$ cat config.mk
export PLATFORM = sky130hd
export DESIGN_NAME = binary_conv3x3_xnor_popcount_unit
export DESIGN_NICKNAME = d
export VERILOG_FILES = /design/src/rtl/bcx_pkg.sv /design/src/rtl/bcx_ctrl.sv /design/src/rtl/bcx_dp.sv /design/src/rtl/binary_conv3x3_xnor_popcount_unit.sv
export SDC_FILE = /design/constraint.sdc
export NUM_CORES = 2
export LEC_CHECK = 0
export BUFFER_PORTS_ARGS = -buffer_cell sky130_fd_sc_hd__buf_2
export CAP_MARGIN = 25
export CORE_AREA = 2 2 684 686
export DETAILED_ROUTE_END_ITERATION = 16
export DIE_AREA = 0 0 686 688
export PLACE_DENSITY_LB_ADDON = 0.15
export SKIP_LAST_GASP = 1
export SLEW_MARGIN = 20
export SYNTH_ARGS = -nofsm -noshare
export SYNTH_HDL_FRONTEND = slang
export SYNTH_SLANG_ARGS = --single-unit
$ cat constraint.sdc
create_clock -name clk -period 12.6 [get_ports clk]
set_clock_uncertainty 0.15 [all_clocks]
set_input_delay 1.26 -clock clk [delete_from_list [all_inputs] [get_ports clk]]
set_output_delay 1.26 -clock clk [all_outputs]
set_load 0.01 [all_outputs]
$ cat src/rtl/bcx_pkg.sv
// Shared types, command codes and default sizes for the binary 3x3 conv unit.
// No dependencies.
package bcx_pkg;

  localparam int IMG_WIDTH_DEF    = 12;
  localparam int IMG_HEIGHT_DEF   = 12;
  localparam int IN_CHANNELS_DEF  = 16;
  localparam int OUT_CHANNELS_DEF = 16;

  localparam int CH_MAX = 16;  // channel lanes carried by the payload
  localparam int TAPS   = 9;
  localparam int DIM_W  = 6;   // holds any row or column up to 63
  localparam int TAG_W  = 4;   // output channel tag

  localparam logic [1:0] CMD_WEIGHT = 2'd0;
  localparam logic [1:0] CMD_THRESH = 2'd1;
  localparam logic [1:0] CMD_PIXEL  = 2'd2;

  typedef struct packed {
    logic [1:0]  command;
    logic [7:0]  index;
    logic [8:0]  weight_bits;
    logic [15:0] threshold_word;
    logic [15:0] pixel_bits;
    logic        last_pixel;
  } in_item_t;

  typedef struct packed {
    logic [15:0] out_bits;
    logic [3:0]  out_row;
    logic [3:0]  out_col;
    logic        last;
  } out_item_t;

  typedef struct packed {
    logic             wr_weight;
    logic             wr_thresh;
    logic             shift_px;
    logic             shift_zero;
    logic             issue;
    logic [TAG_W-1:0] issue_oc;
    logic             load;
    logic             load_last;
    logic [DIM_W-1:0] row;
    logic [DIM_W-1:0] col;
  } dp_cmd_t;

  typedef struct packed {
    logic bits_done;
    logic out_free;
  } dp_stat_t;

endpackage

$ cat src/rtl/bcx_ctrl.sv
// Controller: input handshake, position counters, flush sequencing, channel issue.
// Depends on bcx_pkg.
module bcx_ctrl #(
  parameter int IMG_WIDTH    = bcx_pkg::IMG_WIDTH_DEF,
  parameter int IMG_HEIGHT   = bcx_pkg::IMG_HEIGHT_DEF,
  parameter int OUT_CHANNELS = bcx_pkg::OUT_CHANNELS_DEF
) (
  input  logic              clk,
  input  logic              rst_n,
  input  logic              in_valid,
  input  logic [1:0]        in_cmd,
  input  logic              in_last,
  output logic              in_stall,
  input  bcx_pkg::dp_stat_t stat,
  output bcx_pkg::dp_cmd_t  cmd
);

  localparam int MAP   = IMG_WIDTH * IMG_HEIGHT;
  localparam int POS_W = $clog2(MAP + 1);
  localparam int PIX_W = $clog2(IMG_WIDTH + 2);
  localparam int FC_W  = $clog2(IMG_WIDTH + 1);
  localparam int ROW_W = $clog2(IMG_HEIGHT);
  localparam int COL_W = $clog2(IMG_WIDTH);

  typedef enum logic [4:0] {
    S_IDLE  = 5'b00001,
    S_SHIFT = 5'b00010,
    S_ISSUE = 5'b00100,
    S_WAIT  = 5'b01000,
    S_LOAD  = 5'b10000
  } state_t;

  state_t                    state_r, state_nxt;
  logic [PIX_W-1:0]          pix_r, pix_nxt;
  logic [POS_W-1:0]          opos_r, opos_nxt;
  logic [ROW_W-1:0]          row_r, row_nxt;
  logic [COL_W-1:0]          col_r, col_nxt;
  logic [FC_W-1:0]           fcnt_r, fcnt_nxt;
  logic                      fin_r, fin_nxt;
  logic                      flush_r, flush_nxt;
  logic [bcx_pkg::TAG_W-1:0] oc_r, oc_nxt;
  logic                      accept;
  logic                      at_end;

  assign in_stall = (state_r != S_IDLE);
  assign accept   = in_valid && (state_r == S_IDLE);
  // no more results in this step after the current one
  assign at_end   = (opos_r == POS_W'(MAP - 1)) ||
                    (flush_r && (fcnt_r == FC_W'(IMG_WIDTH)));

  always_comb begin
    state_nxt = state_r;
    pix_nxt   = pix_r;
    opos_nxt  = opos_r;
    row_nxt   = row_r;
    col_nxt   = col_r;
    fcnt_nxt  = fcnt_r;
    fin_nxt   = fin_r;
    flush_nxt = flush_r;
    oc_nxt    = oc_r;
    cmd       = '0;
    cmd.row   = bcx_pkg::DIM_W'(row_r);
    cmd.col   = bcx_pkg::DIM_W'(col_r);
    unique case (state_r)
      S_IDLE: begin
        if (accept) begin
          unique case (in_cmd)
            bcx_pkg::CMD_WEIGHT: cmd.wr_weight = 1'b1;
            bcx_pkg::CMD_THRESH: cmd.wr_thresh = 1'b1;
            bcx_pkg::CMD_PIXEL: begin
              cmd.shift_px = 1'b1;
              fin_nxt      = in_last;
              flush_nxt    = 1'b0;
              fcnt_nxt     = '0;
              if (pix_r != PIX_W'(IMG_WIDTH + 1)) begin
                pix_nxt = pix_r + PIX_W'(1);
              end
              if ((pix_r == PIX_W'(IMG_WIDTH + 1)) && (opos_r != POS_W'(MAP))) begin
                state_nxt = S_ISSUE;
                oc_nxt    = '0;
              end else if (in_last) begin
                if (opos_r != POS_W'(MAP)) begin
                  state_nxt = S_SHIFT;
                  flush_nxt = 1'b1;
                end else begin
                  pix_nxt  = '0;
                  opos_nxt = '0;
                  row_nxt  = '0;
                  col_nxt  = '0;
                end
              end
            end
            default: ;
          endcase
        end
      end
      S_SHIFT: begin
        cmd.shift_zero = 1'b1;
        state_nxt      = S_ISSUE;
        oc_nxt         = '0;
      end
      S_ISSUE: begin
        cmd.issue    = 1'b1;
        cmd.issue_oc = oc_r;
        if (oc_r == bcx_pkg::TAG_W'(OUT_CHANNELS - 1)) begin
          state_nxt = S_WAIT;
        end else begin
          oc_nxt = oc_r + bcx_pkg::TAG_W'(1);
        end
      end
      S_WAIT: begin
        if (stat.bits_done) begin
          state_nxt = S_LOAD;
        end
      end
      S_LOAD: begin
        if (stat.out_free) begin
          cmd.load      = 1'b1;
          cmd.load_last = fin_r && at_end;
          opos_nxt      = opos_r + POS_W'(1);
          if (col_r == COL_W'(IMG_WIDTH - 1)) begin
            col_nxt = '0;
            row_nxt = row_r + ROW_W'(1);
          end else begin
            col_nxt = col_r + COL_W'(1);
          end
          if (!fin_r) begin
            state_nxt = S_IDLE;
          end else if (!at_end) begin
            state_nxt = S_SHIFT;
            flush_nxt = 1'b1;
            fcnt_nxt  = flush_r ? (fcnt_r + FC_W'(1)) : '0;
          end else begin
            state_nxt = S_IDLE;
            flush_nxt = 1'b0;
            pix_nxt   = '0;
            opos_nxt  = '0;
            row_nxt   = '0;
            col_nxt   = '0;
          end
        end
      end
      default: state_nxt = S_IDLE;
    endcase
  end

  always_ff @(posedge clk) begin
    if (!rst_n) begin
      state_r <= S_IDLE;
      pix_r   <= '0;
      opos_r  <= '0;
      row_r   <= '0;
      col_r   <= '0;
      fcnt_r  <= '0;
      fin_r   <= 1'b0;
      flush_r <= 1'b0;
      oc_r    <= '0;
    end else begin
      state_r <= state_nxt;
      pix_r   <= pix_nxt;
      opos_r  <= opos_nxt;
      row_r   <= row_nxt;
      col_r   <= col_nxt;
      fcnt_r  <= fcnt_nxt;
      fin_r   <= fin_nxt;
      flush_r <= flush_nxt;
      oc_r    <= oc_nxt;
    end
  end

endmodule

$ cat src/rtl/bcx_dp.sv
// Datapath: weight/threshold stores, line buffers, 3x3 window, xnor-popcount pipe,
// output register. Depends on bcx_pkg.
module bcx_dp #(
  parameter int IMG_WIDTH    = bcx_pkg::IMG_WIDTH_DEF,
  parameter int IMG_HEIGHT   = bcx_pkg::IMG_HEIGHT_DEF,
  parameter int IN_CHANNELS  = bcx_pkg::IN_CHANNELS_DEF,
  parameter int OUT_CHANNELS = bcx_pkg::OUT_CHANNELS_DEF
) (
  input  logic               clk,
  input  logic               rst_n,
  input  bcx_pkg::in_item_t  in_data,
  input  bcx_pkg::dp_cmd_t   cmd,
  output bcx_pkg::dp_stat_t  stat,
  output logic               out_valid,
  input  logic               out_stall,
  output bcx_pkg::out_item_t out_data
);

  localparam int LINE_LEN = 2 * IMG_WIDTH;
  localparam int OC_AW    = (OUT_CHANNELS > 1) ? $clog2(OUT_CHANNELS) : 1;
  localparam int ROW_BITS = IN_CHANNELS * bcx_pkg::TAPS;

  // weight row per output channel, lane ic holds its 9 tap bits
  logic [ROW_BITS-1:0]      wmem [OUT_CHANNELS];
  logic [15:0]              tmem [OUT_CHANNELS];

  logic [IN_CHANNELS-1:0]   rb_r  [LINE_LEN];
  logic [IN_CHANNELS-1:0]   win_r [bcx_pkg::TAPS];
  logic [IN_CHANNELS-1:0]   px;
  logic                     do_shift;

  logic                     w_ok, t_ok;
  logic [OC_AW-1:0]         waddr, taddr;
  logic [3:0]               wlane;

  logic [bcx_pkg::TAPS-1:0] pad;
  logic [2:0]               pad_row, pad_col;

  logic                      v0_r, v1_r, v2_r, done_r;
  logic [bcx_pkg::TAG_W-1:0] oc0_r, oc1_r, oc2_r;
  logic [ROW_BITS-1:0]       wrow_r;
  logic [15:0]               thr0_r, thr1_r, thr2_r;
  logic [3:0]                pop_r   [bcx_pkg::CH_MAX];
  logic [3:0]                pop_nxt [bcx_pkg::CH_MAX];
  logic [7:0]                acc_r, acc_nxt;
  logic                      hit;
  logic [15:0]               bits_r, bits_nxt;

  bcx_pkg::out_item_t        out_r;
  logic                      out_valid_r;

  // ---- stores ----
  assign w_ok  = (int'(in_data.index[7:4]) < OUT_CHANNELS) &&
                 (int'(in_data.index[3:0]) < IN_CHANNELS);
  assign t_ok  = int'(in_data.index) < OUT_CHANNELS;
  assign waddr = in_data.index[4 +: OC_AW];
  assign taddr = in_data.index[OC_AW-1:0];
  assign wlane = in_data.index[3:0];

  always_ff @(posedge clk) begin
    if (cmd.wr_weight && w_ok) begin
      wmem[waddr][wlane*bcx_pkg::TAPS +: bcx_pkg::TAPS] <= in_data.weight_bits;
    end
    if (cmd.issue) begin
      wrow_r <= wmem[cmd.issue_oc[OC_AW-1:0]];
    end
  end

  always_ff @(posedge clk) begin
    if (cmd.wr_thresh && t_ok) begin
      tmem[taddr] <= in_data.threshold_word;
    end
    if (cmd.issue) begin
      thr0_r <= tmem[cmd.issue_oc[OC_AW-1:0]];
    end
  end

  // ---- line buffers and window ----
  assign do_shift = cmd.shift_px || cmd.shift_zero;
  assign px       = cmd.shift_px ? in_data.pixel_bits[IN_CHANNELS-1:0] : '0;

  always_ff @(posedge clk) begin
    if (!rst_n) begin
      for (int i = 0; i < LINE_LEN; i++) begin
        rb_r[i] <= '0;
      end
      for (int t = 0; t < bcx_pkg::TAPS; t++) begin
        win_r[t] <= '0;
      end
    end else if (do_shift) begin
      rb_r[0] <= px;
      for (int i = 1; i < LINE_LEN; i++) begin
        rb_r[i] <= rb_r[i-1];
      end
      win_r[0] <= win_r[1];
      win_r[1] <= win_r[2];
      win_r[2] <= rb_r[LINE_LEN-1];
      win_r[3] <= win_r[4];
      win_r[4] <= win_r[5];
      win_r[5] <= rb_r[IMG_WIDTH-1];
      win_r[6] <= win_r[7];
      win_r[7] <= win_r[8];
      win_r[8] <= px;
    end
  end

  // ---- padding: taps outside the map read as zero ----
  always_comb begin
    pad_row[0] = (cmd.row == '0);
    pad_row[1] = 1'b0;
    pad_row[2] = (cmd.row == bcx_pkg::DIM_W'(IMG_HEIGHT - 1));
    pad_col[0] = (cmd.col == '0);
    pad_col[1] = 1'b0;
    pad_col[2] = (cmd.col == bcx_pkg::DIM_W'(IMG_WIDTH - 1));
    for (int tr = 0; tr < 3; tr++) begin
      for (int tc = 0; tc < 3; tc++) begin
        pad[tr*3+tc] = pad_row[tr] | pad_col[tc];
      end
    end
  end

  // ---- stage 1: xnor and per-lane 9-bit popcount ----
  always_comb begin
    logic b;
    logic agree;
    for (int ic = 0; ic < bcx_pkg::CH_MAX; ic++) begin
      pop_nxt[ic] = '0;
    end
    for (int ic = 0; ic < IN_CHANNELS; ic++) begin
      for (int t = 0; t < bcx_pkg::TAPS; t++) begin
        b           = pad[t] ? 1'b0 : win_r[t][ic];
        agree       = ~(b ^ wrow_r[ic*bcx_pkg::TAPS + (bcx_pkg::TAPS - 1 - t)]);
        pop_nxt[ic] = pop_nxt[ic] + 4'(agree);
      end
    end
  end

  // ---- stage 2: adder tree over lanes ----
  always_comb begin
    logic [4:0] l1 [8];
    logic [5:0] l2 [4];
    logic [6:0] l3 [2];
    for (int i = 0; i < 8; i++) begin
      l1[i] = 5'(pop_r[2*i]) + 5'(pop_r[2*i+1]);
    end
    for (int i = 0; i < 4; i++) begin
      l2[i] = 6'(l1[2*i]) + 6'(l1[2*i+1]);
    end
    for (int i = 0; i < 2; i++) begin
      l3[i] = 7'(l2[2*i]) + 7'(l2[2*i+1]);
    end
    acc_nxt = 8'(l3[0]) + 8'(l3[1]);
  end

  // ---- stage 3: threshold compare, collect channel bits ----
  assign hit = thr2_r[15] ? (15'(acc_r) >= thr2_r[14:0]) : (15'(acc_r) <= thr2_r[14:0]);

  always_comb begin
    bits_nxt = bits_r;
    if (v2_r) begin
      if (oc2_r == '0) begin
        bits_nxt = '0;
      end
      bits_nxt[oc2_r] = hit;
    end
  end

  always_ff @(posedge clk) begin
    if (!rst_n) begin
      v0_r   <= 1'b0;
      v1_r   <= 1'b0;
      v2_r   <= 1'b0;
      done_r <= 1'b0;
    end else begin
      v0_r   <= cmd.issue;
      v1_r   <= v0_r;
      v2_r   <= v1_r;
      done_r <= v2_r && (oc2_r == bcx_pkg::TAG_W'(OUT_CHANNELS - 1));
    end
  end

  always_ff @(posedge clk) begin
    oc0_r  <= cmd.issue_oc;
    oc1_r  <= oc0_r;
    oc2_r  <= oc1_r;
    thr1_r <= thr0_r;
    thr2_r <= thr1_r;
    pop_r  <= pop_nxt;
    acc_r  <= acc_nxt;
    bits_r <= bits_nxt;
  end

  // ---- output register ----
  always_ff @(posedge clk) begin
    if (!rst_n) begin
      out_valid_r <= 1'b0;
    end else if (cmd.load) begin
      out_valid_r <= 1'b1;
    end else if (!out_stall) begin
      out_valid_r <= 1'b0;
    end
  end

  always_ff @(posedge clk) begin
    if (cmd.load) begin
      out_r.out_bits <= bits_r;
      out_r.out_row  <= 4'(cmd.row);
      out_r.out_col  <= 4'(cmd.col);
      out_r.last     <= cmd.load_last;
    end
  end

  assign out_valid      = out_valid_r;
  assign out_data       = out_r;
  assign stat.bits_done = done_r;
  assign stat.out_free  = !out_valid_r || !out_stall;

endmodule

$ cat src/rtl/binary_conv3x3_xnor_popcount_unit.sv
// Binary 3x3 same-padded convolution, xnor-popcount over input channels.
// A pixel that completes a window gets its result once the controller has issued every
// output channel in turn through the weight read, three pipe stages, done flag and load.
// The input stalls while such a pixel is in flight and while a last pixel flushes the
// pending positions; other items pass without a stall. Output stalls add to both.
// Reset (rst_n low, synchronous) clears control, line buffers and window, not the stores.
module binary_conv3x3_xnor_popcount_unit #(
  parameter int IMG_WIDTH    = bcx_pkg::IMG_WIDTH_DEF,
  parameter int IMG_HEIGHT   = bcx_pkg::IMG_HEIGHT_DEF,
  parameter int IN_CHANNELS  = bcx_pkg::IN_CHANNELS_DEF,
  parameter int OUT_CHANNELS = bcx_pkg::OUT_CHANNELS_DEF
) (
  input  logic               clk,
  input  logic               rst_n,
  input  logic               in_valid,
  output logic               in_stall,
  input  bcx_pkg::in_item_t  in_data,
  output logic               out_valid,
  input  logic               out_stall,
  output bcx_pkg::out_item_t out_data
);

  // Commands: weight write (index = out_ch*16 + in_ch), threshold write
  // (index = out_ch, bit 15 picks >= or <=), pixel. Pixels run in raster order;
  // output position o goes out once pixel o+IMG_WIDTH+1 is in, and a pixel
  // marked last pushes zero pixels to drain the positions still pending.

  bcx_pkg::dp_cmd_t  cmd;
  bcx_pkg::dp_stat_t stat;

  // controller: accepts a transfer only when idle, sequences channels and flush
  bcx_ctrl #(
    .IMG_WIDTH    (IMG_WIDTH),
    .IMG_HEIGHT   (IMG_HEIGHT),
    .OUT_CHANNELS (OUT_CHANNELS)
  ) u_ctrl (
    .clk      (clk),
    .rst_n    (rst_n),
    .in_valid (in_valid),
    .in_cmd   (in_data.command),
    .in_last  (in_data.last_pixel),
    .in_stall (in_stall),
    .stat     (stat),
    .cmd      (cmd)
  );

  // datapath: stores, window, popcount pipe, output register
  bcx_dp #(
    .IMG_WIDTH    (IMG_WIDTH),
    .IMG_HEIGHT   (IMG_HEIGHT),
    .IN_CHANNELS  (IN_CHANNELS),
    .OUT_CHANNELS (OUT_CHANNELS)
  ) u_dp (
    .clk       (clk),
    .rst_n     (rst_n),
    .in_data   (in_data),
    .cmd       (cmd),
    .stat      (stat),
    .out_valid (out_valid),
    .out_stall (out_stall),
    .out_data  (out_data)
  );

endmodule

# [Word-level counts from Yosys, hierarchy flattened]
# Memories as Yosys holds them, arrays and structs flattened. A register that Yosys moved wholly into a read port is not among the register bits.
# Index checks and enable logic that the tools add are counted.
[totals] mem_count=4 inputBits=56 out_inout_bits=27 ff_bits=197 mem_bits_ro=0 mem_bits_rw=3088 latch_bits=0 word_cells=840
[mem_list] memory="u_dp.wmem" depth=16 width=144 read_ports=1 rd_ports_with_merged_regs=1 wr=1 line_no="bcx_dp.sv:24" text="logic [ROW_BITS-1:0] wmem [OUT_CHANNELS];"
[mem_list] memory="u_dp.rb_r" depth=24 width=16 read_ports=24 rd_ports_with_merged_regs=0 wr=24 line_no="bcx_dp.sv:27" text="logic [IN_CHANNELS-1:0] rb_r [LINE_LEN];"
[mem_list] memory="u_dp.tmem" depth=16 width=16 read_ports=1 rd_ports_with_merged_regs=1 wr=1 line_no="bcx_dp.sv:25" text="logic [15:0] tmem [OUT_CHANNELS];"
[mem_list] memory="u_dp.win_r" depth=9 width=16 read_ports=9 rd_ports_with_merged_regs=0 wr=9 line_no="bcx_dp.sv:28" text="logic [IN_CHANNELS-1:0] win_r [bcx_pkg::TAPS];"
[classes] n_lt_le_gt_ge=5 n_addsub=150 n_eq_ne=33 n_mux=253 shift=2 reduce_logical=26 div_mod_pow=0 bitwise=325 n_mul=1
[ops] cell="2-to-1 mux 16 bit" n=36
[ops] cell="adder 4 x 1 -> 4 bit" n=112
[ops] cell="2-to-1 mux 1 bit" n=151
[ops] cell="2-to-1 mux 144 bit" n=1
[ops] cell="NOT 1 bit" n=144
[ops] cell="variable shift 9 x 34 -> 144 bit, first input constant" n=1
[ops] cell="indexed part select 9 x 34 -> 144 bit" n=1
[ops] cell="bitwise XOR 1 bit" n=144
[ops] cell="2-to-1 mux 4 bit" n=32
[ops] cell="2-to-1 mux 8 bit" n=8
[ops] cell="2-to-1 mux 5 bit" n=10
[ops] cell="adder 4 x 4 -> 5 bit" n=8
[ops] cell="OR 1 bit" n=37
[ops] cell="negator 8 -> 34 bit" n=1
[ops] cell="adder 1 x 1 -> 2 bit" n=16
[ops] cell="case mux 4 bit (2 select lines)" n=4
[ops] cell="case mux 5 bit (5 select lines)" n=1
[ops] cell="adder 5 x 5 -> 6 bit" n=4
[ops] cell="equality test 4 bit, second input constant" n=6
[ops] cell="adder 4 x 1 -> 4 bit, second input constant" n=5
[ops] cell="bitwise mux 16 bit" n=1
[ops] cell="inequality test 2 bit, second input constant" n=8
[ops] cell="case mux 8 bit (2 select lines)" n=1
[ops] cell=">= comparator 8 x 15 -> 1 bit" n=1
[ops] cell="39 further kinds" n=62

# [Depth between registers and ports, before layout]
[logic_depth] ltp_word=13 ltp_mapped=18 mapped_depth_nobuf=18

# [Modules after synthesis]
# A second synthesis with hierarchy kept.
[hier_totals] cells_unflattened=6492 hier_area_um2=131621.2
[by_module_without_submodules] mod="bcx_dp" seq_area_each_um2=98304.3 area_per_inst_um2=129519.2 cells_each=6228 instances=1
[by_module_without_submodules] mod="bcx_ctrl" seq_area_each_um2=700.7 area_per_inst_um2=2102.0 cells_each=264 instances=1

# [Worst setup path before layout]
# OpenSTA, ideal clock, no wires.
[synth_timing] path_kind="input to register" from="in rst_n" to="mem u_dp.rb_r[0][100] (netlist bit) (enable)" n_path_buf=2 t_arrival_ns=8.718 required_ns=9.323 cell_stages=3 path_slack_ns=0.606 setup_ns=3.127 cell_sequence="clkbuf_1 clkbuf_1 nand2_1"
[synth_lines] element="from (decl)" line_no="binary_conv3x3_xnor_popcount_unit.sv:14" text="input logic rst_n,"
[synth_lines] element="to (decl)" line_no="bcx_dp.sv:27"

==> impl_metrics.py <==
metrics = {
    "status": {
        "outcome": "finished clean",
    },
    "sta": {
        "rsz0062_at_grt": "false",
        "max_freq_ghz": 0.1743,
        "setup_viol": 0,
        "period_needed_ps": 5736,
        "worst_pin_slew_ps": 1417,
        "fin_tns_setup_ps": 0,
        "slew_headroom_pct": 5.550,
        "hold_viol": 0,
        "drv_slew": 0,
        "fin_crit_sh_pct": 45.53,
    },
    "synthesis": {
        "yosysWarnings": 0,
        "synth_edf_count": 3193,
        "ys_seq_elements": 3349,
        "yosysMostFrequentCell": "edfxtp_1",
        "synthTopCellsByCount": "3193 x edfxtp_1, 803 x mux2i_1, 540 x o221ai_1",
        "seq_area_frac_synth_pct": 71.35,
        "synth_ff_type": "edfxtp_1",
        "synth_area_leaders": "edfxtp_1 69%, mux2i_1 5.8%, o221ai_1 3.4%, dfxtp_1 2.3%, and2_1 2.0%",
        "synth_nets": 9107,
        "synth_top_area_share_pct": 69.10,
        "ys_types": 65,
        "async_flop_share_pct": 0,
        "synth_top_area_cell": "edfxtp_1",
        "synth_area_per_cell_um2": 15.80,
        "netlist_area_um2": 138800,
        "syn_inst": 8782,
    },
    "worst_setup_path": {
        "critPathLaunchType": "flip-flop",
        "cp_top_family": "adder cells",
        "worstPathCellList": "inv_1, ha_1, nand2_2, buf_4, buf_4, and2_2, nand2_1, xor2_1, ha_1, inv_1, fa_1, fa_1, fa_1, inv_1, ha_1, inv_1, fa_1, xnor2_1",
        "critPathMaxFanout": 18,
        "cp_slowest_cell": "and2_2",
        "cp_data_arrival_time_ps": 6440,
        "path_class": "reg2reg",
        "crit_buf_inv": 6,
        "critPathRequiredTime_ps": 13300,
        "cpPeakStageDelay_ps": 850,
        "crit_path_end_kind": "flip-flop",
    },
    "clock_network": {
        "clock_path_buffers": 4,
        "numCtsBuffers": 384,
        "cts.sink_count": 3349,
        "cts_root_buf": "clkbuf_16",
        "cts_setup_buffers": 0,
        "clk_pin_slew_ps": 60,
        "cts_hold_buf": 0,
        "clock_latency_ps": 980,
        "cts_max_level": 5,
        "post_cts_resized": 0,
        "cts_tree": "yes",
    },
    "detailed_routing": {
        "drt_wl_total_um": 434100,
        "drc_errors": 0,
        "via_per_inst": 5.032,
        "drt_first_iter_violations": 7042,
        "dr.pass1.iters": 5,
        "wl_per_cell_um": 28.07,
        "vias": 77830,
        "drtAntennaViolNets": 0,
    },
    "cells_and_area": {
        "multi_input_area_um2": 36500,
        "drive_gt1_share_pct": 13.92,
        "nNetsFinal": 9258,
        "seq_area_um2": 99020,
        "utilization_pct": 34.33,
        "flow.area_growth_from_synthesis_pct": 15.08,
        "num-fill-cells": 44410,
    },
    "floorplan": {
        "dieHeight_um": 688,
        "core_um2": 465100,
        "rows": 251,
        "die_w_um": 686,
        "start_util_pct": 29.83,
        "die_area_um2": 472000,
        "ios": 83,
    },
    "placed_design": {
        "dp_hpwl_um": 262900,
        "place_congestion": 0.7871,
        "portBuffers": 82,
    },
    "power": {
        "vdd_ir_drop_max_mv": 1.131,
        "p_per_area_nw_per_um2": 193.7,
        "leakage_nw": 50.56,
        "power.total_mw": 30.93,
    },
    "flow_run": {
        "drv_cap": 0,
    },
    "global_routing": {
        "grt_pass1_wl_um": 610200,
        "grt_pass1_vias": 78120,
        "antenna_found_initial": 40,
        "grt_overflow": 0,
        "track_usage_pct": 17.93,
        "grt_max_degree": 200,
    },
    "worst_hold_path": {
        "hold_class": "reg2reg",
    },
}
state kept, by name, indices dropped and copies added, names as in the netlist, 5 cells and up:
name	flops
u_dp.wrow_r	144
u_dp.bits_r	16
u_dp.wmem	2304
u_dp.acc_r	8
u_dp.thr1_r	16
u_dp.win_r	143
u_dp.thr0_r	16
u_dp.out_data	25
u_dp.rb_r	289
u_dp.thr2_r	16
u_ctrl.state_r	5
u_dp.pop_r	64
u_ctrl.opos_r	8
u_dp.tmem	256
stage by stage:
| step | hold WS [ps] | setup WS (ps) | instance area, um2 | cells |
|---|---|---|---|---|
| final | 157.3 | 6864 | 159700 | 15470 |
| after global placement | 161.3 | 6890 | 146400 | 14680 |
| after detailed placement | 162.1 | 6795 | 146800 | 14710 |
| after CTS | 159.7 | 6724 | 159300 | 15410 |
| after global routing | 179.9 | 6518 | 159600 | 15450 |
| after floorplan | 159.6 | 605.7 | 138800 | 8782 |
routing by layer:
metal / routed length (um) / vias to the layer above / track usage (%) / part of all wire [%]
met5: 38 / - / 0 / 0.0088
met4: 11480 / 6 / 4.676 / 2.6
met3: 23150 / 555 / 2.682 / 5.3
met2: 205200 / 2144 / 29.53 / 47
met1: 194300 / 40860 / 24.73 / 45
li1: - / 34270 / - / -
worst reg2reg max path: cells and delay by family, from the launching register on:
kind          cells  cell delay (ps)
simple gates      3             1140
xor+xnor          2              320
fa+ha+maj         7             2520
flops             1              420
buf+inv           6             1040
logic make-up (layout without fill, tap and decap cells):
group	Yosys count	after routing	synth area share, %
buffers and inverters	860	1325	2.586
flip-flops	3349	3349	71.35
XOR/XNOR	169	169	1.067
other	0	22	0
multiplexers	964	964	7.099
adder cells (fa/ha/maj)	269	269	3.140
AO/OA/AOI/OAI	1417	1417	8.308
AND/OR/NAND/NOR	1754	1754	6.450
area by class of cell:
cell class / instances / area share [%]
Tap cell: 6198 / 4.856
Antenna cell: 22 / 0.03447
Sequential cell: 3349 / 62.00
Inverter: 247 / 0.5900
Clock inverter: 219 / 1.381
Clock buffer: 481 / 6.444
Timing Repair Buffer: 378 / 1.831
Multi-Input combinational cell: 4573 / 22.86
final timing paths:
check,from,endpoint,slack (ps),depth (start not counted)
worst min-delay path,u_dp.thr1_r[10],u_dp.thr2_r[10],160,0
worst min register to register,u_dp.thr1_r[10],u_dp.thr2_r[10],160,0
worst max-delay path,u_ctrl.col_r[0],u_dp.pop_r[58],6860,18
worst max register to register,u_ctrl.col_r[0],u_dp.pop_r[58],6860,18
cell usage in the layout, fill, tap and decap left out, types with 12 or more instances in the layout:
cell type and n:
buf_4 268, clkinv_2 64, clkinv_1 82, a32o_1 160
diode_2 22, nand2_1 371, bufinv_16 36, xnor2_1 99
and3_1 42, clkbuf_16 394, clkbuf_1 75, buf_12 14
nor2_2 50, and2_1 442, ha_1 137, inv_1 244
o221ai_1 540, buf_2 81, nor2b_1 334, mux2i_1 803
o221ai_2 100, a21o_1 35, nand3_1 23, edfxtp_1 3193
fa_1 132, dfxtp_1 153, nor3_1 35, o21ai_0 16
a21oi_1 195, a31oi_1 329, nor2_1 359, mux2_2 161
clkinvlp_4 12, xor2_1 70
power breakdown:
group	switching (mW)	internal (mW)	total, mW
combinational	4.30	2.63	6.93
sequential	0.217	12.6	12.8
clock	4.66	6.53	11.2
(Power assumes the default switching activity.)
